## src/scsc_pkg.sv

```systemverilog
package scsc_pkg;

  // Grid and field sizes
  localparam int unsigned MAX_POINTS = 1024;
  localparam int unsigned CNT_W      = 11;
  localparam int unsigned CELL_W     = 10;
  localparam int unsigned NODE_W     = 31;
  localparam int unsigned POS_W      = 33;
  localparam int unsigned KIND_W     = 2;
  localparam int unsigned NUM_VERT   = 8;
  localparam int unsigned VSEL_W     = 3;
  localparam int unsigned TCNT_W     = 3;

  // Configuration register indexes
  typedef enum logic [1:0] {
    CFG_POINTS_I = 2'd0,
    CFG_POINTS_J = 2'd1,
    CFG_POINTS_K = 2'd2
  } cfg_idx_e;

  // Element kinds on the result port
  typedef enum logic [KIND_W-1:0] {
    EK_BAR = 2'd0,
    EK_TRI = 2'd1,
    EK_TET = 2'd2
  } elem_kind_e;

  // How a cell is split, including which axis or plane the grid uses
  typedef enum logic [3:0] {
    SH_BAD,
    SH_BAR_I,
    SH_BAR_K,
    SH_BAR_J,
    SH_TRI_IJ,
    SH_TRI_IK,
    SH_TRI_JK,
    SH_TET_EVEN,
    SH_TET_ODD
  } shape_e;

  // Clamped point counts
  typedef struct packed {
    logic [CNT_W-1:0] ni;
    logic [CNT_W-1:0] nj;
    logic [CNT_W-1:0] nk;
  } grid_t;

  // One cell, ready to be split into elements
  typedef struct packed {
    shape_e                         shape;
    logic [POS_W-1:0]               pos_base;
    logic [NUM_VERT-1:0][NODE_W-1:0] verts;
  } cell_rec_t;

  // One result item
  typedef struct packed {
    logic                    valid;
    logic [POS_W-1:0]        pos;
    elem_kind_e              kind;
    logic [3:0][NODE_W-1:0]  nodes;
    logic                    last;
    logic                    bad;
  } res_t;

  // Corner selection for the four node slots, slot 0 first
  typedef logic [3:0][VSEL_W-1:0] vsel_t;

  function automatic vsel_t mk_row(logic [VSEL_W-1:0] a, logic [VSEL_W-1:0] b,
                                   logic [VSEL_W-1:0] c, logic [VSEL_W-1:0] d);
    vsel_t r;
    r[0] = a;
    r[1] = b;
    r[2] = c;
    r[3] = d;
    return r;
  endfunction

  // Number of elements a cell gives; also the position stride
  function automatic logic [TCNT_W-1:0] shape_count(shape_e s);
    logic [TCNT_W-1:0] n;
    case (s)
      SH_TRI_IJ, SH_TRI_IK, SH_TRI_JK: n = TCNT_W'(2);
      SH_TET_EVEN, SH_TET_ODD:         n = TCNT_W'(5);
      default:                         n = TCNT_W'(1);
    endcase
    return n;
  endfunction

  function automatic elem_kind_e shape_kind(shape_e s);
    elem_kind_e k;
    case (s)
      SH_TRI_IJ, SH_TRI_IK, SH_TRI_JK: k = EK_TRI;
      SH_TET_EVEN, SH_TET_ODD:         k = EK_TET;
      default:                         k = EK_BAR;
    endcase
    return k;
  endfunction

  // Node slots that carry a vertex
  function automatic logic [3:0] shape_used(shape_e s);
    logic [3:0] m;
    case (s)
      SH_BAR_I, SH_BAR_K, SH_BAR_J:    m = 4'b0011;
      SH_TRI_IJ, SH_TRI_IK, SH_TRI_JK: m = 4'b0111;
      SH_TET_EVEN, SH_TET_ODD:         m = 4'b1111;
      default:                         m = 4'b0000;
    endcase
    return m;
  endfunction

  // Cell corners for element t of a cell
  function automatic vsel_t shape_row(shape_e s, logic [TCNT_W-1:0] t);
    vsel_t r;
    r = mk_row(3'd0, 3'd0, 3'd0, 3'd0);
    case (s)
      SH_BAR_I:  r = mk_row(3'd0, 3'd1, 3'd0, 3'd0);
      SH_BAR_K:  r = mk_row(3'd0, 3'd4, 3'd0, 3'd0);
      SH_BAR_J:  r = mk_row(3'd0, 3'd3, 3'd0, 3'd0);
      SH_TRI_IJ: r = (t == '0) ? mk_row(3'd0, 3'd1, 3'd2, 3'd0)
                               : mk_row(3'd0, 3'd2, 3'd3, 3'd0);
      SH_TRI_IK: r = (t == '0) ? mk_row(3'd0, 3'd4, 3'd5, 3'd0)
                               : mk_row(3'd0, 3'd5, 3'd1, 3'd0);
      SH_TRI_JK: r = (t == '0) ? mk_row(3'd0, 3'd3, 3'd7, 3'd0)
                               : mk_row(3'd0, 3'd7, 3'd4, 3'd0);
      SH_TET_EVEN: begin
        case (t)
          3'd0:    r = mk_row(3'd0, 3'd1, 3'd3, 3'd4);
          3'd1:    r = mk_row(3'd1, 3'd2, 3'd3, 3'd6);
          3'd2:    r = mk_row(3'd3, 3'd4, 3'd6, 3'd7);
          3'd3:    r = mk_row(3'd1, 3'd4, 3'd5, 3'd6);
          default: r = mk_row(3'd1, 3'd3, 3'd4, 3'd6);
        endcase
      end
      SH_TET_ODD: begin
        case (t)
          3'd0:    r = mk_row(3'd0, 3'd2, 3'd3, 3'd7);
          3'd1:    r = mk_row(3'd0, 3'd1, 3'd2, 3'd5);
          3'd2:    r = mk_row(3'd2, 3'd5, 3'd6, 3'd7);
          3'd3:    r = mk_row(3'd5, 3'd4, 3'd7, 3'd0);
          default: r = mk_row(3'd5, 3'd2, 3'd0, 3'd7);
        endcase
      end
      default: r = mk_row(3'd0, 3'd0, 3'd0, 3'd0);
    endcase
    return r;
  endfunction

endpackage

```

## src/scsc_geom.sv

```systemverilog
module scsc_geom (
  input  logic                       clk_i,
  input  logic                       rst_ni,
  input  logic                       in_valid_i,
  output logic                       in_ready_o,
  input  logic [scsc_pkg::CELL_W-1:0] cell_i_i,
  input  logic [scsc_pkg::CELL_W-1:0] cell_j_i,
  input  logic [scsc_pkg::CELL_W-1:0] cell_k_i,
  input  scsc_pkg::grid_t            grid_i,
  output logic                       rec_valid_o,
  output scsc_pkg::cell_rec_t        rec_o,
  input  logic                       rec_take_i
);
  import scsc_pkg::*;

  localparam int unsigned NN_W  = 2 * CNT_W;
  localparam int unsigned N11_W = 2 * CELL_W;
  localparam int unsigned CN_W  = CELL_W + CNT_W;
  localparam int unsigned SP_W  = CN_W + 1;
  localparam int unsigned LP_W  = N11_W + 1;
  localparam int unsigned CNN_W = CELL_W + NN_W;
  localparam int unsigned CN11_W = CELL_W + N11_W;

  typedef struct packed {
    logic [CELL_W-1:0] ci;
    logic [CELL_W-1:0] cj;
    logic [CELL_W-1:0] ck;
    logic [CNT_W-1:0]  ni;
    logic [CNT_W-1:0]  nj;
    logic [CELL_W-1:0] ni1;
    logic [CELL_W-1:0] nj1;
    shape_e            shape;
  } s1_t;

  typedef struct packed {
    logic [CELL_W-1:0] ci;
    logic [CELL_W-1:0] ck;
    logic [CNT_W-1:0]  ni;
    logic [NN_W-1:0]   ninj;
    logic [N11_W-1:0]  n11;
    logic [CN_W-1:0]   cjni;
    logic [N11_W-1:0]  cjn1;
    shape_e            shape;
  } s2_t;

  typedef struct packed {
    logic [CNT_W-1:0]  ni;
    logic [NN_W-1:0]   ninj;
    logic [SP_W-1:0]   spart;
    logic [LP_W-1:0]   lpart;
    logic [CNN_W-1:0]  ckninj;
    logic [CN11_W-1:0] ckn11;
    shape_e            shape;
  } s3_t;

  typedef struct packed {
    logic [CNT_W-1:0]  ni;
    logic [NN_W-1:0]   ninj;
    logic [NODE_W-1:0] v0;
    logic [NODE_W-1:0] lin;
    shape_e            shape;
  } s4_t;

  s1_t       s1_d, s1_q;
  s2_t       s2_d, s2_q;
  s3_t       s3_d, s3_q;
  s4_t       s4_d, s4_q;
  cell_rec_t s5_d, s5_q;
  logic      v1_q, v2_q, v3_q, v4_q, v5_q;
  logic      rdy1, rdy2, rdy3, rdy4, rdy5;

  // Advance a stage when it is empty or the one after it moves on
  assign rdy5       = !v5_q || rec_take_i;
  assign rdy4       = !v4_q || rdy5;
  assign rdy3       = !v3_q || rdy4;
  assign rdy2       = !v2_q || rdy3;
  assign rdy1       = !v1_q || rdy2;
  assign in_ready_o = rdy1;

  // Stage 1: grid dimension, axis choice, bounds check
  always_comb begin
    logic one_i, one_j, one_k;
    logic [1:0] n_one;
    logic bad;
    logic [CELL_W-1:0] nk1;
    s1_d.ci = cell_i_i;
    s1_d.cj = cell_j_i;
    s1_d.ck = cell_k_i;
    s1_d.ni = grid_i.ni;
    s1_d.nj = grid_i.nj;
    one_i = (grid_i.ni == CNT_W'(1));
    one_j = (grid_i.nj == CNT_W'(1));
    one_k = (grid_i.nk == CNT_W'(1));
    s1_d.ni1 = one_i ? CELL_W'(1) : CELL_W'(grid_i.ni - CNT_W'(1));
    s1_d.nj1 = one_j ? CELL_W'(1) : CELL_W'(grid_i.nj - CNT_W'(1));
    nk1      = one_k ? CELL_W'(1) : CELL_W'(grid_i.nk - CNT_W'(1));
    n_one = 2'(one_i) + 2'(one_j) + 2'(one_k);
    bad = (one_i && one_j && one_k) || (cell_i_i >= s1_d.ni1) ||
          (cell_j_i >= s1_d.nj1) || (cell_k_i >= nk1);
    if (bad) begin
      s1_d.shape = SH_BAD;
    end else if (n_one == 2'd2) begin
      if (nk1 == CELL_W'(1) && s1_d.nj1 == CELL_W'(1)) begin
        s1_d.shape = SH_BAR_I;
      end else if (s1_d.ni1 == CELL_W'(1) && s1_d.nj1 == CELL_W'(1)) begin
        s1_d.shape = SH_BAR_K;
      end else begin
        s1_d.shape = SH_BAR_J;
      end
    end else if (n_one == 2'd1) begin
      if (nk1 == CELL_W'(1)) begin
        s1_d.shape = SH_TRI_IJ;
      end else if (s1_d.nj1 == CELL_W'(1)) begin
        s1_d.shape = SH_TRI_IK;
      end else begin
        s1_d.shape = SH_TRI_JK;
      end
    end else begin
      s1_d.shape = (cell_i_i[0] ^ cell_j_i[0] ^ cell_k_i[0]) ? SH_TET_ODD : SH_TET_EVEN;
    end
  end

  // Stage 2: plane sizes and the j products
  always_comb begin
    s2_d.ci    = s1_q.ci;
    s2_d.ck    = s1_q.ck;
    s2_d.ni    = s1_q.ni;
    s2_d.ninj  = NN_W'(s1_q.ni) * NN_W'(s1_q.nj);
    s2_d.n11   = N11_W'(s1_q.ni1) * N11_W'(s1_q.nj1);
    s2_d.cjni  = CN_W'(s1_q.cj) * CN_W'(s1_q.ni);
    s2_d.cjn1  = N11_W'(s1_q.cj) * N11_W'(s1_q.ni1);
    s2_d.shape = s1_q.shape;
  end

  // Stage 3: the k products and partial sums
  always_comb begin
    s3_d.ni     = s2_q.ni;
    s3_d.ninj   = s2_q.ninj;
    s3_d.spart  = SP_W'(s2_q.cjni) + SP_W'(s2_q.ci) + SP_W'(1);
    s3_d.lpart  = LP_W'(s2_q.cjn1) + LP_W'(s2_q.ci);
    s3_d.ckninj = CNN_W'(s2_q.ck) * CNN_W'(s2_q.ninj);
    s3_d.ckn11  = CN11_W'(s2_q.ck) * CN11_W'(s2_q.n11);
    s3_d.shape  = s2_q.shape;
  end

  // Stage 4: base corner index and linear cell number
  always_comb begin
    logic [CNN_W-1:0] v0_full;
    v0_full    = s3_q.ckninj + CNN_W'(s3_q.spart);
    s4_d.ni    = s3_q.ni;
    s4_d.ninj  = s3_q.ninj;
    s4_d.v0    = v0_full[NODE_W-1:0];
    s4_d.lin   = NODE_W'(s3_q.ckn11) + NODE_W'(s3_q.lpart);
    s4_d.shape = s3_q.shape;
  end

  // Stage 5: all eight corners and the first element position
  always_comb begin
    logic [NODE_W-1:0] dni, dnn, one;
    logic [POS_W-1:0]  lin;
    dni = NODE_W'(s4_q.ni);
    dnn = NODE_W'(s4_q.ninj);
    one = NODE_W'(1);
    lin = POS_W'(s4_q.lin);
    s5_d.shape    = s4_q.shape;
    s5_d.verts[0] = s4_q.v0;
    s5_d.verts[1] = s4_q.v0 + one;
    s5_d.verts[2] = s4_q.v0 + dni + one;
    s5_d.verts[3] = s4_q.v0 + dni;
    s5_d.verts[4] = s4_q.v0 + dnn;
    s5_d.verts[5] = s4_q.v0 + dnn + one;
    s5_d.verts[6] = s4_q.v0 + dni + dnn + one;
    s5_d.verts[7] = s4_q.v0 + dni + dnn;
    case (s4_q.shape)
      SH_BAR_I, SH_BAR_K, SH_BAR_J:    s5_d.pos_base = lin;
      SH_TRI_IJ, SH_TRI_IK, SH_TRI_JK: s5_d.pos_base = lin << 1;
      SH_TET_EVEN, SH_TET_ODD:         s5_d.pos_base = (lin << 2) + lin;
      default:                         s5_d.pos_base = '0;
    endcase
  end

  // Valid bits travel with the data
  always_ff @(posedge clk_i or negedge rst_ni) begin
    if (!rst_ni) begin
      v1_q <= 1'b0;
      v2_q <= 1'b0;
      v3_q <= 1'b0;
      v4_q <= 1'b0;
      v5_q <= 1'b0;
    end else begin
      if (rdy1) v1_q <= in_valid_i;
      if (rdy2) v2_q <= v1_q;
      if (rdy3) v3_q <= v2_q;
      if (rdy4) v4_q <= v3_q;
      if (rdy5) v5_q <= v4_q;
    end
  end

  // Stage payloads; hold while stalled
  always_ff @(posedge clk_i) begin
    if (rdy1) s1_q <= s1_d;
    if (rdy2) s2_q <= s2_d;
    if (rdy3) s3_q <= s3_d;
    if (rdy4) s4_q <= s4_d;
    if (rdy5) s5_q <= s5_d;
  end

  assign rec_valid_o = v5_q;
  assign rec_o       = s5_q;

endmodule

```

## src/scsc_emit.sv

```systemverilog
module scsc_emit (
  input  logic                clk_i,
  input  logic                rst_ni,
  input  logic                rec_valid_i,
  input  scsc_pkg::cell_rec_t rec_i,
  output logic                rec_take_o,
  output scsc_pkg::res_t      res_o
);
  import scsc_pkg::*;

  cell_rec_t         rec_q;
  logic              act_q, act_d;
  logic [TCNT_W-1:0] cnt_q, cnt_d;
  logic              last_now;
  res_t              res_d, res_q;

  // Finish the held cell on its final element, then take the next one
  assign last_now   = act_q && (cnt_q == TCNT_W'(shape_count(rec_q.shape) - TCNT_W'(1)));
  assign rec_take_o = !act_q || last_now;

  always_comb begin
    act_d = act_q;
    cnt_d = cnt_q;
    if (rec_take_o) begin
      act_d = rec_valid_i;
      cnt_d = '0;
    end else begin
      cnt_d = cnt_q + TCNT_W'(1);
    end
  end

  // Build the current element from the held cell
  always_comb begin
    vsel_t      row;
    logic [3:0] used;
    row  = shape_row(rec_q.shape, cnt_q);
    used = shape_used(rec_q.shape);
    res_d.valid = act_q;
    res_d.pos   = rec_q.pos_base + POS_W'(cnt_q);
    res_d.kind  = (rec_q.shape == SH_BAD) ? EK_BAR : shape_kind(rec_q.shape);
    for (int n = 0; n < 4; n++) begin
      res_d.nodes[n] = used[n] ? rec_q.verts[row[n]] : '0;
    end
    res_d.last = last_now;
    res_d.bad  = (rec_q.shape == SH_BAD);
  end

  // Sequencer state and the output register
  always_ff @(posedge clk_i or negedge rst_ni) begin
    if (!rst_ni) begin
      act_q <= 1'b0;
      cnt_q <= '0;
      res_q <= '0;
    end else begin
      act_q <= act_d;
      cnt_q <= cnt_d;
      res_q <= res_d;
    end
  end

  // Hold the cell record
  always_ff @(posedge clk_i) begin
    if (rec_take_o && rec_valid_i) rec_q <= rec_i;
  end

  assign res_o = res_q;

endmodule

```

## src/structured_cell_to_simplex_connectivity_core.sv

```systemverilog
// Structured grid cell to simplex connectivity.
//
// Input: one cell (cell_i_i, cell_j_i, cell_k_i) is taken at a clock edge
// with start high and busy low. Output: each element appears for one cycle
// with result_valid_o high; last_of_cell_o marks the cell's final element and
// bad_cell_o a cell outside the grid. The receiver always takes a result.
// Configuration: cfg_we_i writes cfg_data_i to point count cfg_idx_i
// (0 i, 1 j, 2 k) at once; write only while the block is idle.
// Path: the first element of a cell reaches the result ports through five
// arithmetic stages, the element sequencer and the output register; the
// accepting edge loads the first of them. Rate: the sequencer issues one
// element per cycle and takes a new cell when empty or on the held cell's
// final element (one for a bar or a bad cell, two for a 2D cell, five for a
// 3D cell); the stages ahead fill up and busy rises meanwhile.
// Reset: counts return to 2 each, the pipeline empties, no result is shown.
module structured_cell_to_simplex_connectivity_core (
  input  logic                        clk_i,
  input  logic                        rst_ni,
  input  logic                        start,
  output logic                        busy,
  input  logic [scsc_pkg::CELL_W-1:0] cell_i_i,
  input  logic [scsc_pkg::CELL_W-1:0] cell_j_i,
  input  logic [scsc_pkg::CELL_W-1:0] cell_k_i,
  input  logic                        cfg_we_i,
  input  logic [1:0]                  cfg_idx_i,
  input  logic [scsc_pkg::CNT_W-1:0]  cfg_data_i,
  output logic                        result_valid_o,
  output logic [scsc_pkg::POS_W-1:0]  element_position_o,
  output logic [scsc_pkg::KIND_W-1:0] element_kind_o,
  output logic [scsc_pkg::NODE_W-1:0] node_first_o,
  output logic [scsc_pkg::NODE_W-1:0] node_second_o,
  output logic [scsc_pkg::NODE_W-1:0] node_third_o,
  output logic [scsc_pkg::NODE_W-1:0] node_fourth_o,
  output logic                        last_of_cell_o,
  output logic                        bad_cell_o
);
  import scsc_pkg::*;

  logic [CNT_W-1:0] pts_i_q, pts_j_q, pts_k_q;
  grid_t            grid;
  logic             in_ready;
  logic             rec_valid;
  cell_rec_t        rec;
  logic             rec_take;
  res_t             res;

  // Point count registers
  always_ff @(posedge clk_i or negedge rst_ni) begin
    if (!rst_ni) begin
      pts_i_q <= CNT_W'(2);
      pts_j_q <= CNT_W'(2);
      pts_k_q <= CNT_W'(2);
    end else if (cfg_we_i) begin
      case (cfg_idx_i)
        CFG_POINTS_I: pts_i_q <= cfg_data_i;
        CFG_POINTS_J: pts_j_q <= cfg_data_i;
        CFG_POINTS_K: pts_k_q <= cfg_data_i;
        default: ;
      endcase
    end
  end

  // Clamp counts to the supported range
  always_comb begin
    grid.ni = (pts_i_q == '0) ? CNT_W'(1) :
              (pts_i_q > CNT_W'(MAX_POINTS)) ? CNT_W'(MAX_POINTS) : pts_i_q;
    grid.nj = (pts_j_q == '0) ? CNT_W'(1) :
              (pts_j_q > CNT_W'(MAX_POINTS)) ? CNT_W'(MAX_POINTS) : pts_j_q;
    grid.nk = (pts_k_q == '0) ? CNT_W'(1) :
              (pts_k_q > CNT_W'(MAX_POINTS)) ? CNT_W'(MAX_POINTS) : pts_k_q;
  end

  assign busy = !in_ready;

  scsc_geom u_geom (
    .clk_i       (clk_i),
    .rst_ni      (rst_ni),
    .in_valid_i  (start),
    .in_ready_o  (in_ready),
    .cell_i_i    (cell_i_i),
    .cell_j_i    (cell_j_i),
    .cell_k_i    (cell_k_i),
    .grid_i      (grid),
    .rec_valid_o (rec_valid),
    .rec_o       (rec),
    .rec_take_i  (rec_take)
  );

  scsc_emit u_emit (
    .clk_i       (clk_i),
    .rst_ni      (rst_ni),
    .rec_valid_i (rec_valid),
    .rec_i       (rec),
    .rec_take_o  (rec_take),
    .res_o       (res)
  );

  // Drive the result ports
  assign result_valid_o     = res.valid;
  assign element_position_o = res.pos;
  assign element_kind_o     = res.kind;
  assign node_first_o       = res.nodes[0];
  assign node_second_o      = res.nodes[1];
  assign node_third_o       = res.nodes[2];
  assign node_fourth_o      = res.nodes[3];
  assign last_of_cell_o     = res.last;
  assign bad_cell_o         = res.bad;

endmodule

```

## config.mk

```make
export PLATFORM = sky130hd
export DESIGN_NAME = structured_cell_to_simplex_connectivity_core
export DESIGN_NICKNAME = d
export VERILOG_FILES = /design/src/scsc_pkg.sv /design/src/scsc_geom.sv /design/src/scsc_emit.sv /design/src/structured_cell_to_simplex_connectivity_core.sv
export SDC_FILE = /design/constraint.sdc
export NUM_CORES = 2
export LEC_CHECK = 0
export CORE_AREA = 2 2 293 585
export CTS_CLUSTER_SIZE = 25
export DETAILED_ROUTE_END_ITERATION = 10
export DIE_AREA = 0 0 295 587
export DONT_BUFFER_PORTS = 1
export GPL_TIMING_DRIVEN = 0
export PLACE_DENSITY_LB_ADDON = 0.12
export RECOVER_POWER = 25
export SYNTH_ARGS = -nofsm -noshare
export SYNTH_HDL_FRONTEND = slang
export SYNTH_SLANG_ARGS = --single-unit
```

## constraint.sdc

```tcl
create_clock -name clk_i -period 11.9 [get_ports clk_i]
set_input_delay 1.19 -clock clk_i [delete_from_list [all_inputs] [get_ports clk_i]]
set_output_delay 1.19 -clock clk_i [all_outputs]
set_load 0.05 [all_outputs]
```

==> impl_metrics.env <==
export IMPL_drt_initial_drc_count=3654
export IMPL_numCtsBuffers=110
export IMPL_cts_tree="done"
export IMPL_cts_sinks=1211
export IMPL_synth_top_area_share_pct=35.9
export IMPL_htreeDepth=3
export IMPL_port_buffers=0
export IMPL_vias=55400
export IMPL_finalMaxSlewViolations=9
export IMPL_routed_via_density=5.54
export IMPL_initial_core_util_pct=49.7
export IMPL_r2r_end="u_geom.s3_q[32]"
export IMPL_max_slew_margin_rel_pct=-7.99
export IMPL_crit_family="adder cells"
export IMPL_final_layout_size_suffix_gt1_share_pct=4.93
export IMPL_place_gp_congestion=0.958
export IMPL_floorplan_rows=214
export IMPL_timing_final_ws_setup_ns=4.57
export IMPL_core_sq_um=169000
export IMPL_drtPass1Iterations=5
export IMPL_ctsHoldBuffers=0
export IMPL_grt_use_total_pct=27.1
export IMPL_worst_path_max_delay_cell="o41ai_1"
export IMPL_synth_edf_count=1004
export IMPL_pre_cts_slack_ns=4.54
export IMPL_wirelength_um=232000
export IMPL_cp_start_kind="flop"
export IMPL_holdCritPathClass="input port to asynchronous set/reset pin"
export IMPL_avgSynthCellArea_sq_um=11.2
export IMPL_period_minus_slack_ns=7.33
export IMPL_yosys_warnings=0
export IMPL_end_kind="flop"
export IMPL_path_max_fanout=10
export IMPL_ys_ff_latch=1211
export IMPL_yosys_area_top_type="edfxtp_1"
export IMPL_grt_max_degree=205
export IMPL_clock_path_buffers=3
export IMPL_cap_violations=1
export IMPL_io_pin_count=210
export IMPL_antenna_found_initial=4
export IMPL_die_h_um=587
export IMPL_die_area_sq_um=173000
export IMPL_path_class="flop to flop"
export IMPL_violations="max-capacitance violations, max-slew violations"
export IMPL_status="complete, but fails checks"
export IMPL_period_share_pct=61.6
export IMPL_synth_main_ff_cell="edfxtp_1"
export IMPL_fmax_mhz=137
export IMPL_rsz0062_at_grt="false"
export IMPL_nNetsFinal=8809
export IMPL_first_global_vias=56800
export IMPL_fp_dieW_um=295
export IMPL_synth_nets=8675
export IMPL_cp_num_buf_inv=7
export IMPL_arrival_ns=7.81
export IMPL_synth_area_leaders="edfxtp_1 (36%), fa_1 (14%), ha_1 (8.2%)"
export IMPL_max_stage_delay_ns=0.70
export IMPL_clkTransAtPathRegs_ns=0.06
export IMPL_setup_viol=0
export IMPL_syn_area_sq_um=84000
export IMPL_ctsResizeCount=0
export IMPL_path_cells="clkbuf_1 -> clkbuf_1 -> nand2_1 -> fa_1 -> inv_1 -> fa_1 -> inv_1 -> fa_1 -> inv_1 -> fa_1 -> inv_1 -> fa_1 -> inv_1 -> ha_1 -> a21oi_1 -> o211ai_1 -> a31o_2 -> a41oi_1 -> o22ai_1 -> o41ai_1 -> o211a_1 -> o21bai_1 -> a21oi_1 -> xnor2_1"
export IMPL_syn2layout_area_growth_pct=8.74
export IMPL_async_reset_ff_share_pct=16.8
export IMPL_yosysUniqueCellTypes=107
export IMPL_gr_total_overflow=0
export IMPL_grt_first_pass_wirelength_um=351000
export IMPL_rr_startpoint="u_geom.s2_q[101]"
export IMPL_root_buffer="clkbuf_16"
export IMPL_worst_slew_pin_slew_ns=1.62
export IMPL_insertion_delay_ns=0.76
export IMPL_dp_hpwl_um=186000
export IMPL_postCtsSetupBuffers=0
export IMPL_postSynthCellCount=7495
export IMPL_drc=0
export IMPL_r2r_cells=24
export IMPL_detail_route_antenna_nets=0
export IMPL_yosysSeqAreaShare_pct=42.1
export IMPL_hold_viol_final=0
export IMPL_worst_ep_required_time_ns=12.38
export IMPL_regToRegSetupSlack_ns=4.57
export IMPL_skew_ns=0.0624
export IMPL_wire_per_inst_um=23.2
[placed cells by master, fill, tap and decap left out, drive strengths merged, types with 30 or more instances in the layout]
master,Yosys,layout
xnor2,338,338
edfxtp,1004,1004
fa,583,583
nand2b,51,51
nor2b,122,122
xor2,133,133
o211ai,88,88
mux2i,100,100
inv,794,802
nand2,896,896
a21o,112,112
a22oi,30,30
and3,61,61
nor3,70,70
mux2,33,33
nand3,108,108
nand4,36,36
clkinv,2,40
mux4,62,62
o21bai,32,32
and2,527,527
a311oi,98,98
ha,550,550
nor2,239,239
a21boi,52,52
buf,41,63
a21oi,237,237
o21a,68,68
o21ai,157,157
clkbuf,304,440
dfrtp,201,201
a211oi,117,117
[area by class of cell]
type	count	area, sq um
fillers	14700	77700
multi-input cells	5143	44300
flip-flops and latches	1211	35300
inverters	796	2990
clock buffers	136	2930
well taps	2268	2840
plain buffers	345	1350
clock inverters	72	1040
repair buffers	22	478
diodes	2	5.00
[worst max path at each step]
| stage | slack [ns] | from | to | depth (start not counted) |
|---|---|---|---|---|
| after floorplan | 1.30 | u_emit.rec_q[283] | flop | 10 |
| after global placement | -2.81 | u_emit.rec_q[283] | flop | 11 |
| after detailed placement | 4.54 | u_geom.s4_q[35] | u_geom.rec_o[216] | 21 |
| after CTS | 4.52 | u_geom.s4_q[35] | u_geom.rec_o[216] | 21 |
| after global routing | 4.18 | u_geom.s2_q[101] | u_geom.s3_q[32] | 24 |
| final | 4.57 | u_geom.s2_q[101] | u_geom.s3_q[32] | 24 |
[through the flow]
stage	TNS, ns	cells	utilization, %	hold slack, ns	area [sq um]
2_1_floorplan	0	7495	-	0.359	84000
3_3_place_gp	-631.65	9763	51.4	0.389	86800
3_5_place_dp	0	9785	51.7	0.404	87300
4_1_cts	0	9993	54.0	0.0785	91300
5_1_grt	0	9994	54.0	0.107	91300
6_report	0	9995	54.0	0.143	91300
[cells in the mapped netlist (7+ instances only)]
master    number
edfxtp_1    1004
fa_1         583
nand2b_1      51
buf_2         15
inv_1        792
xor2_1       131
o41ai_1        9
dfrtp_1      201
o211ai_1      86
xnor2_1      335
nand3b_1      11
o31ai_1       11
a41oi_1        9
o21bai_1      32
o21a_1        68
a311oi_1      98
a21oi_1      234
or2_2         14
o21ai_1       10
a21o_1       112
nor2b_1      122
a21boi_0      48
and2_1       527
nor3_1        69
nand2_1      896
a31oi_1       22
a22oi_1       30
o31a_1         9
nand4_1       36
a211o_1        7
mux2i_1      100
clkbuf_1     304
nand3_1      107
nor4_1        15
nor2_1       239
mux2_2        33
or3_1         22
buf_1         23
o21ai_0      142
and3_1        61
a211oi_1     115
ha_1         550
mux4_2        62
and4_1        15
[per-layer routing]
metal  up-vias  GRT usage [%]  part of all wire (%)
met2      1608           46.2                    49
met3       422           3.71                   5.3
met1     27400           33.4                    40
met4         0           13.8                   5.9
met5         -              0                     0
li1      26000              -                     -
[sequential cells by signal, summed over array words and instances (netlist names), 11 cells and up, named ones only]
register and flops:
u_emit.rec_q 285, pts_i_q 11, u_geom.s3_q 141, u_geom.rec_o 285, u_geom.s1_q 76, pts_j_q 11
pts_k_q 11, u_geom.s4_q 99, u_emit.res_o 162, u_geom.s2_q 118
[logic make-up (layout without fill, tap and decap cells)]
kind of cell	count (synthesis)	in the layout	synth area share, %
simple gates	2221	2221	13.1
xor+xnor	471	471	4.96
mux	195	195	3.30
fa+ha+maj	1133	1133	22.1
flops	1211	1211	42.1
other cells	0	2	0
compound gates	1123	1123	9.31
buf+inv	1141	1371	5.16
Power is left out: the tool's default activity adds up to more than one toggle a clock period on the data nets, which glitch-free logic cannot reach.
